===== src/hdl/lcfr_pkg.sv =====
// Shared types and constants for the LED command frame receiver.
// Used by the core, the parser and the output buffer; has no dependencies of its own.
package lcfr_pkg;

    // Frame layout defaults and fixed byte values.
    localparam int          FRAME_LEN_DEF = 7;
    localparam logic [7:0]  SYNC_FIRST    = 8'h55;
    localparam logic [7:0]  SYNC_SECOND   = 8'hAA;
    localparam logic [7:0]  LED_FUNC      = 8'h06;
    localparam int          POS_FUNC      = 3;
    localparam int          POS_LED       = 4;
    localparam int          POS_STATE     = 5;

    // Result status codes.
    typedef enum logic [1:0] {
        ST_CSUM_ERR = 2'd0,
        ST_LED_CMD  = 2'd1,
        ST_OTHER    = 2'd2
    } t_status;

    // One result item as it moves from the parser to the output buffer.
    typedef struct packed {
        t_status    status;
        logic [7:0] func_code;
        logic [7:0] led_number;
        logic       led_on;
    } t_result;

endpackage


===== src/hdl/led_command_frame_receiver_core.sv =====
// LED command frame receiver: checks received UART bytes for sync-header
// frames with an XOR checksum and reports one result per completed frame.
//
// Input channel: one byte per transfer on i_rx_byte (i_rx_valid / o_rx_stall).
// Output channel: one result per frame on o_frame_status, o_func_code,
// o_led_number and o_led_on (o_res_valid / i_res_stall). Status 0 means a
// checksum mismatch, 1 an LED command, 2 any other function code.
//
// Throughput is one byte per cycle while the output buffer has room. A byte
// is registered on acceptance and decoded when it advances into the parser;
// the result of a checksum byte is registered into the output buffer. The
// output side is a result register with a skid entry, so bytes keep flowing
// while one result waits. If the receiver stalls long enough for both
// entries to fill, o_rx_stall rises and holds the input until the result
// register drains.
//
// Reset (synchronous, active low) returns the parser to waiting for the
// first sync byte, clears the checksum and field registers, and empties
// both the input register and the output buffer.
module led_command_frame_receiver_core #(
    parameter int FRAME_LEN = lcfr_pkg::FRAME_LEN_DEF
) (
    input  logic       i_clk,
    input  logic       i_rst_n,
    input  logic       i_rx_valid,
    output logic       o_rx_stall,
    input  logic [7:0] i_rx_byte,
    output logic       o_res_valid,
    input  logic       i_res_stall,
    output logic [1:0] o_frame_status,
    output logic [7:0] o_func_code,
    output logic [7:0] o_led_number,
    output logic       o_led_on
);
    import lcfr_pkg::*;

    logic       in_valid;
    logic [7:0] in_byte;
    logic       adv;
    logic       buf_full;
    logic       res_push;
    t_result    res_data;
    t_result    out_data;

    // A byte advances into the parser when the output buffer has room.
    assign adv = in_valid && !buf_full;

    lcfr_in_reg u_in_reg (
        .i_clk   (i_clk),
        .i_rst_n (i_rst_n),
        .i_valid (i_rx_valid),
        .i_byte  (i_rx_byte),
        .o_stall (o_rx_stall),
        .i_adv   (adv),
        .o_valid (in_valid),
        .o_byte  (in_byte)
    );

    lcfr_parser #(
        .FRAME_LEN (FRAME_LEN)
    ) u_parser (
        .i_clk       (i_clk),
        .i_rst_n     (i_rst_n),
        .i_adv       (adv),
        .i_byte      (in_byte),
        .o_res_valid (res_push),
        .o_res       (res_data)
    );

    lcfr_out_buf u_out_buf (
        .i_clk   (i_clk),
        .i_rst_n (i_rst_n),
        .i_push  (res_push),
        .i_data  (res_data),
        .o_full  (buf_full),
        .o_valid (o_res_valid),
        .i_stall (i_res_stall),
        .o_data  (out_data)
    );

    assign o_frame_status = out_data.status;
    assign o_func_code    = out_data.func_code;
    assign o_led_number   = out_data.led_number;
    assign o_led_on       = out_data.led_on;

endmodule


===== src/hdl/lcfr_in_reg.sv =====
// Input register stage of the LED command frame receiver.
// Holds one received byte until the parser takes it; uses no package items.
module lcfr_in_reg (
    input  logic       i_clk,
    input  logic       i_rst_n,
    input  logic       i_valid,
    input  logic [7:0] i_byte,
    output logic       o_stall,
    input  logic       i_adv,
    output logic       o_valid,
    output logic [7:0] o_byte
);

    logic       r_valid;
    logic       n_valid;
    logic [7:0] r_byte;
    logic       load;

    // The stage takes a new transfer whenever it is empty or is draining.
    assign o_stall = r_valid && !i_adv;
    assign load    = i_valid && !o_stall;
    assign n_valid = load || (r_valid && !i_adv);

    always_ff @(posedge i_clk) begin
        if (!i_rst_n) begin
            r_valid <= 1'b0;
        end else begin
            r_valid <= n_valid;
        end
    end

    // Payload needs no reset.
    always_ff @(posedge i_clk) begin
        if (load) begin
            r_byte <= i_byte;
        end
    end

    assign o_valid = r_valid;
    assign o_byte  = r_byte;

endmodule


===== src/hdl/lcfr_parser.sv =====
// Frame position tracker, running XOR and result decode.
// Depends on lcfr_pkg for the frame constants and the result type.
module lcfr_parser #(
    parameter int FRAME_LEN = lcfr_pkg::FRAME_LEN_DEF
) (
    input  logic             i_clk,
    input  logic             i_rst_n,
    input  logic             i_adv,
    input  logic [7:0]       i_byte,
    output logic             o_res_valid,
    output lcfr_pkg::t_result o_res
);
    import lcfr_pkg::*;

    localparam int          POS_W    = $clog2(FRAME_LEN);
    localparam logic [POS_W-1:0] LAST_POS = POS_W'(FRAME_LEN - 1);

    logic [POS_W-1:0] r_pos, n_pos;
    logic [7:0]       r_xor, n_xor;
    logic [7:0]       r_func, n_func;
    logic [7:0]       r_led, n_led;
    logic [7:0]       r_state, n_state;
    logic             last;

    assign last = (r_pos >= LAST_POS);

    // Next-state logic for one byte.
    always_comb begin
        n_pos       = r_pos;
        n_xor       = r_xor;
        n_func      = r_func;
        n_led       = r_led;
        n_state     = r_state;
        o_res_valid = 1'b0;
        o_res       = '0;
        if (i_adv) begin
            priority if (r_pos == POS_W'(0)) begin
                if (i_byte == SYNC_FIRST) begin
                    n_xor = i_byte;
                    n_pos = POS_W'(1);
                end else begin
                    n_xor = '0;
                    n_pos = '0;
                end
            end else if (r_pos == POS_W'(1)) begin
                if (i_byte == SYNC_SECOND) begin
                    n_xor = r_xor ^ i_byte;
                    n_pos = POS_W'(2);
                end else begin
                    n_xor = '0;
                    n_pos = '0;
                end
            end else if (last) begin
                // Final byte is the checksum: decide the frame outcome.
                o_res_valid = 1'b1;
                if (r_xor != i_byte) begin
                    o_res.status = ST_CSUM_ERR;
                end else if (r_func == LED_FUNC) begin
                    o_res.status     = ST_LED_CMD;
                    o_res.func_code  = r_func;
                    o_res.led_number = r_led;
                    o_res.led_on     = (r_state != 8'd0);
                end else begin
                    o_res.status    = ST_OTHER;
                    o_res.func_code = r_func;
                end
                n_xor = '0;
                n_pos = '0;
            end else begin
                // Body byte: fold into the checksum and keep the fields.
                n_xor = r_xor ^ i_byte;
                if (r_pos == POS_W'(POS_FUNC)) begin
                    n_func = i_byte;
                end
                if (r_pos == POS_W'(POS_LED)) begin
                    n_led = i_byte;
                end
                if (r_pos == POS_W'(POS_STATE)) begin
                    n_state = i_byte;
                end
                n_pos = r_pos + POS_W'(1);
            end
        end
    end

    always_ff @(posedge i_clk) begin
        if (!i_rst_n) begin
            r_pos   <= '0;
            r_xor   <= '0;
            r_func  <= '0;
            r_led   <= '0;
            r_state <= '0;
        end else begin
            r_pos   <= n_pos;
            r_xor   <= n_xor;
            r_func  <= n_func;
            r_led   <= n_led;
            r_state <= n_state;
        end
    end

    // The position never runs past the checksum byte.
    a_pos_bound: assert property (@(posedge i_clk) disable iff (!i_rst_n)
        r_pos <= LAST_POS)
        else $error("frame position beyond last byte");

    // A result always ends the frame.
    a_res_restarts: assert property (@(posedge i_clk) disable iff (!i_rst_n)
        o_res_valid |=> (r_pos == '0 && r_xor == '0))
        else $error("frame state not cleared after result");

endmodule


===== src/hdl/lcfr_out_buf.sv =====
// Two-entry output buffer (result register plus skid register).
// Depends on lcfr_pkg for the result type.
module lcfr_out_buf (
    input  logic              i_clk,
    input  logic              i_rst_n,
    input  logic              i_push,
    input  lcfr_pkg::t_result i_data,
    output logic              o_full,
    output logic              o_valid,
    input  logic              i_stall,
    output lcfr_pkg::t_result o_data
);
    import lcfr_pkg::*;

    logic    r_main_v, n_main_v;
    logic    r_skid_v, n_skid_v;
    t_result r_main, n_main;
    t_result r_skid, n_skid;
    logic    pop;

    assign pop    = r_main_v && !i_stall;
    assign o_full = r_skid_v;

    // Refill the result register from the skid entry first, then the push.
    always_comb begin
        n_main_v = r_main_v;
        n_skid_v = r_skid_v;
        n_main   = r_main;
        n_skid   = r_skid;
        if (pop) begin
            if (r_skid_v) begin
                n_main   = r_skid;
                n_main_v = 1'b1;
                n_skid_v = i_push;
                n_skid   = i_data;
            end else begin
                n_main   = i_data;
                n_main_v = i_push;
            end
        end else if (i_push) begin
            if (!r_main_v) begin
                n_main   = i_data;
                n_main_v = 1'b1;
            end else begin
                n_skid   = i_data;
                n_skid_v = 1'b1;
            end
        end
    end

    always_ff @(posedge i_clk) begin
        if (!i_rst_n) begin
            r_main_v <= 1'b0;
            r_skid_v <= 1'b0;
        end else begin
            r_main_v <= n_main_v;
            r_skid_v <= n_skid_v;
        end
    end

    always_ff @(posedge i_clk) begin
        r_main <= n_main;
        r_skid <= n_skid;
    end

    assign o_valid = r_main_v;
    assign o_data  = r_main;

    // The skid entry is only used behind a waiting result.
    a_skid_behind: assert property (@(posedge i_clk) disable iff (!i_rst_n)
        r_skid_v |-> r_main_v)
        else $error("skid entry valid with empty result register");

    // No result arrives while both entries are taken.
    a_no_overflow: assert property (@(posedge i_clk) disable iff (!i_rst_n)
        i_push |-> !r_skid_v)
        else $error("result pushed into full buffer");

endmodule

===== config.mk =====
export PLATFORM = sky130hd
export DESIGN_NAME = led_command_frame_receiver_core
export DESIGN_NICKNAME = d
export VERILOG_FILES = /design/src/hdl/lcfr_pkg.sv /design/src/hdl/led_command_frame_receiver_core.sv /design/src/hdl/lcfr_in_reg.sv /design/src/hdl/lcfr_parser.sv /design/src/hdl/lcfr_out_buf.sv
export SDC_FILE = /design/constraint.sdc
export NUM_CORES = 1
export LEC_CHECK = 0
export BUFFER_PORTS_ARGS = -buffer_cell sky130_fd_sc_hd__buf_2
export CAP_MARGIN = 30
export CORE_MARGIN = 2
export CORE_UTILIZATION = 59
export DETAILED_ROUTE_END_ITERATION = 6
export PLACE_DENSITY = 0.76
export SKIP_LAST_GASP = 1
export SLEW_MARGIN = 5
export SYNTH_ARGS = -nofsm -noshare
export SYNTH_HDL_FRONTEND = slang
export SYNTH_SLANG_ARGS = --single-unit

===== constraint.sdc =====
create_clock -name i_clk -period 3.15 [get_ports i_clk]
set_input_delay 0.315 -clock i_clk [delete_from_list [all_inputs] [get_ports i_clk]]
set_output_delay 0.315 -clock i_clk [all_outputs]
set_load 0.03 [all_outputs]

==> impl_metrics.env, run 1 <==
export IMPL_grt_util_met2_pct=30.8
export IMPL_synth_avg_cell_area_um2=12.2
export IMPL_synth_ff_type="edfxtp_1"
export IMPL_cts_tree="built"
export IMPL_hold_path_class="in -> reg"
export IMPL_post_dp_hpwl_um=4260
export IMPL_grt_overflow=0
export IMPL_initialDrtViolationCount=91
export IMPL_slowest_stage="edfxtp_1"
export IMPL_first_pass_iters=4
export IMPL_grtUsageMet1_pct=26.1
export IMPL_via_per_inst=5.56
export IMPL_yosysUniqueCellTypes=51
export IMPL_timing_fmax_ghz=0.424
export IMPL_clock_sinks=84
export IMPL_stdcell_count=412
export IMPL_fin_ws_ns=0.790
export IMPL_cp_slowest_stage_delay_ns=0.58
export IMPL_finClkSkew_ns=0.0108
export IMPL_antenna_found_initial=0
export IMPL_ios=33
export IMPL_num_nets_final=348
export IMPL_setup_viol=0
export IMPL_synth_most_common_cell="edfxtp_1"
export IMPL_cts_buffer_depth=2
export IMPL_yosysWarnings=0
export IMPL_start_util_pct=61.6
export IMPL_die_height_um=83.1
export IMPL_grt_max_degree=37
export IMPL_postRouteAntennaNets=0
export IMPL_die_area_mm2=0.00690
export IMPL_p_seq_share_pct=54.6
export IMPL_switchingPower_uw=465
export IMPL_power_density_mw_per_mm2=546
export IMPL_clk_latency_ns=0.35
export IMPL_hold_viol=0
export IMPL_die_w_um=83.1
export IMPL_yosys_area_top_type="edfxtp_1"
export IMPL_pwr_share_clk_pct=39.8
export IMPL_startpoint_type="register"
export IMPL_critical_path_class="reg -> reg"
export IMPL_cts_max_level=3
export IMPL_post_place_ws_ns=0.796
export IMPL_fin_setup_tns_ns=0
export IMPL_seq_area_frac_synth_pct=58.1
export IMPL_drc_errors=0
export IMPL_rsz0062_at_grt="false"
export IMPL_worst_slew_pin_slew_ns=0.897
export IMPL_combPwrFrac_pct=5.6
export IMPL_num_vias=2290
export IMPL_netSwitchingFraction_pct=20.8
export IMPL_grt_pass1_vias=2200
export IMPL_drive_gt1_share_pct=19.6
export IMPL_slew_headroom_pct=40.2
export IMPL_root_buffer="clkbuf_8"
export IMPL_grt_pass1_wl_um=10700
export IMPL_crit_chain="xor2_2 -> nor4_2 -> nand4_2 -> o21ai_0"
export IMPL_synth_edf_count=46
export IMPL_area_delta_synth_final_pct=10.9
export IMPL_cts_hold_buffers=0
export IMPL_grt_total_usage_pct=19.5
export IMPL_wl_per_cell_um=15.6
export IMPL_core_mm2=0.00599
export IMPL_cts_resized=0
export IMPL_syn_area_mm2=0.00369
export IMPL_status="finished, final reports clean"
export IMPL_synth_top_area_share_pct=37.4
export IMPL_numCtsBuffers=9
export IMPL_antenna_cells=0
export IMPL_cp_end_kind="register"
export IMPL_async_reset_ff_share_pct=0
export IMPL_power_leakage_nw=1.59
export IMPL_io_buffers=32
export IMPL_r2r_setup_slack_ns=0.79
export IMPL_intPower_mw=1.77
export IMPL_synth_ff_latch_count=84
export IMPL_cp_max_fo=19
export IMPL_hold_slack_ns=0.139
export IMPL_synth_commonest_cells="edfxtp_1, dfxtp_1, nor2b_1, mux2i_1, nand2_1"
export IMPL_syn_num_nets=319
export IMPL_ir_drop_mv=0.373
export IMPL_path_clk_slew_ns=0.08
export IMPL_synth_cells=303
export IMPL_drv_slew=0
export IMPL_timing_final_crit_share_pct=74.9
export IMPL_dp_cells=396
export IMPL_grt_busiest_layer="met2"
export IMPL_post_route_min_period_ns=2.36
export IMPL_routabilityCongestion=0.836
export IMPL_cts_post_setup_buffers_inserted=0
export IMPL_synth_area_top_cells="edfxtp_1, dfxtp_1, mux2i_1"
export IMPL_worstPathRequired_ns=3.32
export IMPL_met3_usage_pct=5.37
export IMPL_routed_wl_um=6420
export IMPL_row_count=28
export IMPL_cap_violations=0
export IMPL_p_total_mw=2.23
export IMPL_nFillCells=451
export IMPL_arrival_ns=2.53
==> layout by cell type (no fill, tap or decap), types with 8 or more instances in the layout <==
| master | synthesis | layout |
|---|---|---|
| edfxtp_1 | 46 | 46 |
| dfxtp_1 | 38 | 38 |
| buf_2 | 5 | 32 |
| nor2b_1 | 28 | 28 |
| mux2i_1 | 24 | 24 |
| nand2_1 | 16 | 16 |
| o21ai_0 | 15 | 14 |
| inv_1 | 13 | 13 |
| and2_1 | 11 | 11 |
| clkbuf_8 | 0 | 9 |
| nor2_2 | 8 | 8 |
| a22o_1 | 8 | 8 |
==> kinds of logic after synthesis <==
kind of cell             count (synthesis)  share of synthesized area (%)
AO/OA/AOI/OAI                           50                           9.50
AND/OR/NAND/NOR                        102                           17.5
flip-flops                              84                           58.1
XOR/XNOR                                 7                           1.87
adder cells (fa/ha/maj)                  4                           1.36
buffers and inverters                   30                           4.27
multiplexers                            26                           7.43
==> per-layer routing <==
| layer | share of wire [%] | vias up |
|---|---|---|
| met3 | 4.1 | 7 |
| met5 | 0 | - |
| met1 | 48 | 1091 |
| li1 | - | 1148 |
| met4 | 1.2 | 0 |
| met2 | 46 | 44 |
==> worst max-delay path, delay by kind of cell, from the launching register on <==
| kind | cells | cell delay [ns] |
|---|---|---|
| simple gates | 2 | 1.00 |
| xor+xnor | 1 | 0.22 |
| flops | 1 | 0.58 |
| compound gates | 1 | 0.36 |
==> power by group through the flow <==
stage               clock network, mW  logic [mW]  registers [mW]
finish                          0.889       0.126            1.22
global route                    0.953       0.140            1.22
CTS                             0.905       0.127            1.22
detailed placement                  0       0.126            1.24
global placement                    0       0.124            1.24
floorplan                           0       0.113            1.23
==> cell type report <==
| type | count | area (um2) | share of cell area [%] |
|---|---|---|---|
| flip-flops and latches | 84 | 2140 | 52.4 |
| clock buffers | 11 | 131 | 3.21 |
| clock inverters | 5 | 101 | 2.48 |
| well taps | 75 | 93.8 | 2.29 |
| multi-input cells | 189 | 1390 | 34.0 |
| repair buffers | 35 | 183 | 4.47 |
| inverters | 13 | 48.8 | 1.19 |
==> stage by stage <==
step                utilization [%]  area [um2]
global route                   68.3        4090
CTS                            68.3        4090
detailed placement             64.4        3860
global placement               64.4        3860
floorplan                         -        3690
finish                         68.3        4090
==> final timing paths <==
path / startpoint / depth (start not counted) / end
worst max-delay path: u_in_reg.o_byte[4]$_DFFE_PP_ / 4 / u_out_buf.o_data[3]$_DFFE_PP_
worst min-delay path: i_rx_byte[3] / 1 / u_in_reg.o_byte[3]$_DFFE_PP_
worst max register to register: u_in_reg.o_byte[4]$_DFFE_PP_ / 4 / u_out_buf.o_data[3]$_DFFE_PP_
worst min register to register: u_parser.r_xor[7]$_SDFFE_PN0P_ / 1 / u_parser.r_xor[7]$_SDFFE_PN0P_
==> sequential cells by signal (all words and copies together) (netlist names) <==
signal and flops:
u_out_buf.o_valid 1, u_parser.r_led 8, u_parser.r_xor 8, u_parser.r_pos 3, u_out_buf.r_skid 19, u_out_buf.o_full 1
u_parser.r_state 8, u_out_buf.o_data 19, u_in_reg.o_byte 8, u_in_reg.o_valid 1, u_parser.r_func 8
No activity file was read; power rests on OpenSTA's default activity.
==> run 2, diff against run 1 <==
==> constraint.sdc (replaced) <==
create_clock -name i_clk -period 2.25 [get_ports i_clk]
set_input_delay 0.225 -clock i_clk [delete_from_list [all_inputs] [get_ports i_clk]]
set_output_delay 0.225 -clock i_clk [all_outputs]
set_load 0.03 [all_outputs]
==> impl_metrics.env, run 2 (synthesis gave the netlist of run 1 again) <==
export IMPL_crit_path_start="u_parser.r_pos[1]$_SDFFE_PN0P_"
export IMPL_routabilityCongestion=0.803
export IMPL_min_from="i_rx_byte[3]"
export IMPL_reg2reg_from="u_parser.r_pos[1]$_SDFFE_PN0P_"
export IMPL_antenna_cells=0
export IMPL_critical_path_endpoint="u_parser.r_func[3]$_SDFFE_PN0P_"
export IMPL_pwr_share_clk_pct=36.5
export IMPL_via_per_inst=5.60
export IMPL_rsz0062_at_grt="false"
export IMPL_ios=33
export IMPL_row_count=28
export IMPL_final_common_cell="edfxtp_1"
export IMPL_cts_buffer_depth=2
export IMPL_cts_tree="built"
export IMPL_cp_max_fo=8
export IMPL_die_area_mm2=0.00690
export IMPL_hold_path_class="in -> reg"
export IMPL_grt_max_degree=24
export IMPL_initialDrtViolationCount=97
export IMPL_postRouteAntennaNets=0
export IMPL_r2r_worst_path_cells=6
export IMPL_cp_end_kind="register"
export IMPL_fin_ws_ns=0.301
export IMPL_setup_viol=0
export IMPL_first_pass_iters=4
export IMPL_io_buffers=32
export IMPL_cts_hold_buffers=0
export IMPL_numCtsBuffers=9
export IMPL_antenna_found_initial=0
export IMPL_drive_gt1_share_pct=23.1
export IMPL_drc_errors=0
export IMPL_r2r_end="u_parser.r_func[3]$_SDFFE_PN0P_"
export IMPL_intPower_mw=2.32
export IMPL_die_w_um=83.1
export IMPL_post_route_min_period_ns=1.95
export IMPL_status="finished, final reports clean"
export IMPL_finClkSkew_ns=0.00802
export IMPL_combPwrFrac_pct=7.0
export IMPL_netSwitchingFraction_pct=22.5
export IMPL_r2r_setup_slack_ns=0.30
export IMPL_power_leakage_nw=1.64
export IMPL_root_buffer="clkbuf_8"
export IMPL_routed_wl_um=6900
export IMPL_worst_slew_pin_slew_ns=0.644
export IMPL_grt_overflow=0
export IMPL_dp_cells=409
export IMPL_worstPathRequired_ns=2.49
export IMPL_power_density_mw_per_mm2=720
export IMPL_switchingPower_uw=676
export IMPL_grt_pass1_vias=2302
export IMPL_core_mm2=0.00599
export IMPL_area_delta_synth_final_pct=12.9
export IMPL_arrival_ns=2.19
export IMPL_ir_drop_mv=0.516
export IMPL_clk_latency_ns=0.35
export IMPL_critical_path_class="reg -> reg"
export IMPL_final_cell_mix="edfxtp_1, dfxtp_1, buf_2, nor2b_1, mux2i_1"
export IMPL_stdcell_count=425
export IMPL_hold_viol=0
export IMPL_grt_total_usage_pct=21.3
export IMPL_post_place_ws_ns=0.214
export IMPL_num_nets_final=361
export IMPL_wl_per_cell_um=16.2
export IMPL_num_vias=2378
export IMPL_cts_max_level=3
export IMPL_timing_fmax_ghz=0.513
export IMPL_fin_setup_tns_ns=0
export IMPL_cap_violations=0
export IMPL_die_height_um=83.1
export IMPL_path_clk_slew_ns=0.08
export IMPL_post_dp_hpwl_um=4800
export IMPL_start_util_pct=61.6
export IMPL_clock_sinks=84
export IMPL_slew_headroom_pct=56.7
export IMPL_startpoint_type="register"
export IMPL_drv_slew=0
export IMPL_p_seq_share_pct=56.5
export IMPL_grt_pass1_wl_um=11300
export IMPL_timing_final_crit_share_pct=86.6
[run 2: metrics by stage]
stage               utilization [%]  hold slack [ns]  power, mW  area [um2]
floorplan                         -            0.324       1.88        3690
global placement               66.0            0.402       1.93        3950
detailed placement             66.0            0.403       1.94        3950
CTS                            69.5           0.0338       3.01        4160
global route                   69.5           0.0214       3.12        4170
finish                         69.5           0.0470       3.00        4170
[run 2: area by class of cell]
type,count,area [um2]
Sequential cell,84,2140
Fill cell,432,1830
Multi-Input combinational cell,189,1390
Clock buffer,14,195
Inverter,13,48.8
Clock inverter,2,15.0
Tap cell,75,93.8
Timing Repair Buffer,48,280
[run 2: power by group through the flow]
stage | Combinational, mW | Sequential, mW | Clock (mW)
after detailed placement | 0.212 | 1.73 | 0
final | 0.211 | 1.69 | 1.09
after floorplan | 0.158 | 1.72 | 0
after global placement | 0.204 | 1.73 | 0
after global routing | 0.234 | 1.70 | 1.18
after CTS | 0.212 | 1.69 | 1.11
[run 2: what timing repair did]
action	in CTS	in global routing
setup buffers	0	0
endpoints found under the setup margin	0	2
resized for setup	0	1
endpoints found under the hold margin	0	0
[run 2: critical path, stage by stage, from the launching register on]
cell and delay, ns:
dfxtp_1 0.45, inv_1 0.16, ha_1 0.27, mux2i_4 0.29, nand4_2 0.36, mux2i_1 0.25, nor2b_1 0.06
[run 2: worst min path at each step]
stage	endpoint	slack [ns]	depth (start not counted)
2_1_floorplan	u_in_reg.o_byte[0]$_DFFE_PP_	0.32	0
3_3_place_gp	u_in_reg.o_byte[3]$_DFFE_PP_	0.40	1
3_5_place_dp	u_in_reg.o_byte[3]$_DFFE_PP_	0.40	1
4_1_cts	u_in_reg.o_byte[3]$_DFFE_PP_	0.03	1
5_1_grt	u_in_reg.o_byte[3]$_DFFE_PP_	0.02	1
6_report	u_in_reg.o_byte[3]$_DFFE_PP_	0.05	1
[run 2: routing by layer]
layer	track usage [%]	vias up	part of all wire [%]
met5	0	-	0
met4	7.45	0	1.8
met3	6.16	12	3.0
met2	33.9	48	49
met1	27.9	1146	46
li1	-	1172	-
==> run 3, diff against run 2 <==
--- a/config.mk
+++ b/config.mk
@@ -8,9 +8,10 @@
 export BUFFER_PORTS_ARGS = -buffer_cell sky130_fd_sc_hd__buf_2
 export CAP_MARGIN = 30
 export CORE_MARGIN = 2
-export CORE_UTILIZATION = 59
+export CORE_UTILIZATION = 50
+export CTS_CLUSTER_SIZE = 25
 export DETAILED_ROUTE_END_ITERATION = 6
-export PLACE_DENSITY = 0.76
+export PLACE_DENSITY = 0.66
 export SKIP_LAST_GASP = 1
 export SLEW_MARGIN = 5
 export SYNTH_ARGS = -nofsm -noshare
==> impl_metrics.env, run 3 (synthesis gave the netlist of run 1 again) <==
export IMPL_status="finished, final reports clean"
export IMPL_ios=33
export IMPL_fin_area_mm2=0.00414
export IMPL_cp_max_fo=8
export IMPL_power_leakage_nw=1.61
export IMPL_p_total_mw=2.98
export IMPL_numCtsBuffers=9
export IMPL_grt_total_usage_pct=17.5
export IMPL_finClkSkew_ns=0.0114
export IMPL_timing_final_crit_share_pct=87.5
export IMPL_die_w_um=89.9
export IMPL_ir_drop_mv=0.462
export IMPL_clk_latency_ns=0.35
export IMPL_start_util_pct=51.1
export IMPL_post_route_min_period_ns=1.97
export IMPL_routed_wl_um=6660
export IMPL_initialDrtViolationCount=64
export IMPL_slowest_stage="dfxtp_1"
export IMPL_first_pass_iters=4
export IMPL_drv_slew=0
export IMPL_setup_viol=0
export IMPL_grt_util_met2_pct=27.2
export IMPL_antenna_found_initial=0
export IMPL_met3_usage_pct=4.53
export IMPL_antenna_cells=0
export IMPL_crit_cells=6
export IMPL_cap_violations=0
export IMPL_crit_buf_inv=1
export IMPL_die_height_um=89.9
export IMPL_power_density_mw_per_mm2=722
export IMPL_wl_per_cell_um=15.0
export IMPL_row_count=31
export IMPL_hold_viol=0
export IMPL_cp_slowest_stage_delay_ns=0.44
export IMPL_whs_path_depth=1
export IMPL_num_nets_final=355
export IMPL_area_delta_synth_final_pct=12.1
export IMPL_rsz0062_at_grt="false"
export IMPL_cts_max_level=3
export IMPL_grt_pass1_vias=2223
export IMPL_io_buffers=32
export IMPL_slew_headroom_pct=55.6
export IMPL_via_per_inst=5.24
export IMPL_grt_busiest_layer="met2"
export IMPL_path_clk_slew_ns=0.09
export IMPL_startpoint_type="register"
export IMPL_num_vias=2320
export IMPL_cts_buffer_depth=2
export IMPL_grt_overflow=0
export IMPL_fin_setup_tns_ns=0
export IMPL_placed_cell_area_mm2=0.00394
export IMPL_drc_errors=0
export IMPL_grt_max_degree=36
export IMPL_critical_path_class="reg -> reg"
export IMPL_arrival_ns=2.21
export IMPL_final_cell_mix="edfxtp_1, dfxtp_1, buf_2, nor2b_1, mux2i_1"
export IMPL_routabilityCongestion=0.800
export IMPL_cts_hold_buffers=0
export IMPL_post_dp_hpwl_um=4430
export IMPL_grtUsageMet1_pct=23.6
export IMPL_cp_end_kind="register"
export IMPL_r2r_worst_path_cells=6
export IMPL_postRouteAntennaNets=0
export IMPL_final_core_util_pct=57.3
export IMPL_timing_fmax_ghz=0.508
export IMPL_final_common_cell="edfxtp_1"
export IMPL_cts_tree="built"
export IMPL_grt_pass1_wl_um=11200
export IMPL_worstPathRequired_ns=2.49
export IMPL_clock_sinks=84
export IMPL_die_area_mm2=0.00808
export IMPL_cts_post_setup_buffers_inserted=0
export IMPL_critPathTopFamily="multiplexers"
export IMPL_core_mm2=0.00721
export IMPL_crit_chain="inv_1 -> ha_1 -> mux2i_4 -> nand4_2 -> mux2i_1 -> nor2b_1"
export IMPL_root_buffer="clkbuf_8"
export IMPL_drive_gt1_share_pct=21.8
export IMPL_cts_resized=0
export IMPL_worst_slew_pin_slew_ns=0.664
export IMPL_hold_path_class="in -> reg"
==> run 3: worst paths after layout <==
check | from | to | slack (ns)
worst min-delay path | i_rx_byte[4] | u_in_reg.o_byte[4]$_DFFE_PP_ | 0.04
worst min register to register | u_parser.r_xor[5]$_SDFFE_PN0P_ | u_parser.r_xor[5]$_SDFFE_PN0P_ | 0.52
worst max register to register | u_parser.r_pos[1]$_SDFFE_PN0P_ | u_parser.r_func[1]$_SDFFE_PN0P_ | 0.28
worst max-delay path | u_parser.r_pos[1]$_SDFFE_PN0P_ | u_parser.r_func[1]$_SDFFE_PN0P_ | 0.28
==> run 3: stage by stage <==
step / cells / setup WS [ns] / hold WS [ns]
after floorplan: 303 / 0.363 / 0.324
after global placement: 427 / 0.331 / 0.402
after detailed placement: 427 / 0.286 / 0.403
after CTS: 443 / 0.277 / 0.0264
after global routing: 443 / 0.119 / 0.0133
final: 443 / 0.281 / 0.0411
==> run 3: power breakdown <==
group | internal (mW) | switching, mW | leakage, nW
logic | 0.0974 | 0.0909 | 0.821
clock network | 0.524 | 0.565 | 0.0977
registers | 1.65 | 0.0567 | 0.696
total | 2.27 | 0.713 | 1.61
==> run 3: metal layers <==
| metal | part of all wire (%) | wire length [um] |
|---|---|---|
| met1 | 49 | 3260 |
| met2 | 46 | 3040 |
| met3 | 3.3 | 217 |
| met4 | 2.3 | 152 |
| met5 | 0 | 0 |
==> run 3: final cells by class <==
class                   instances  area [um2]
clock inverters                 6        68.8
flip-flops and latches         84        2140
repair buffers                 42         235
inverters                      13        48.8
clock buffers                  10         128
fillers                       614        3080
multi-input cells             189        1390
well taps                      99         124
==> run 3: worst reg2reg max path, stage by stage (launching register included) <==
cell     delay [ns]
dfxtp_1        0.44
inv_1          0.16
ha_1           0.28
mux2i_4        0.30
nand4_2        0.37
mux2i_1        0.26
nor2b_1        0.07
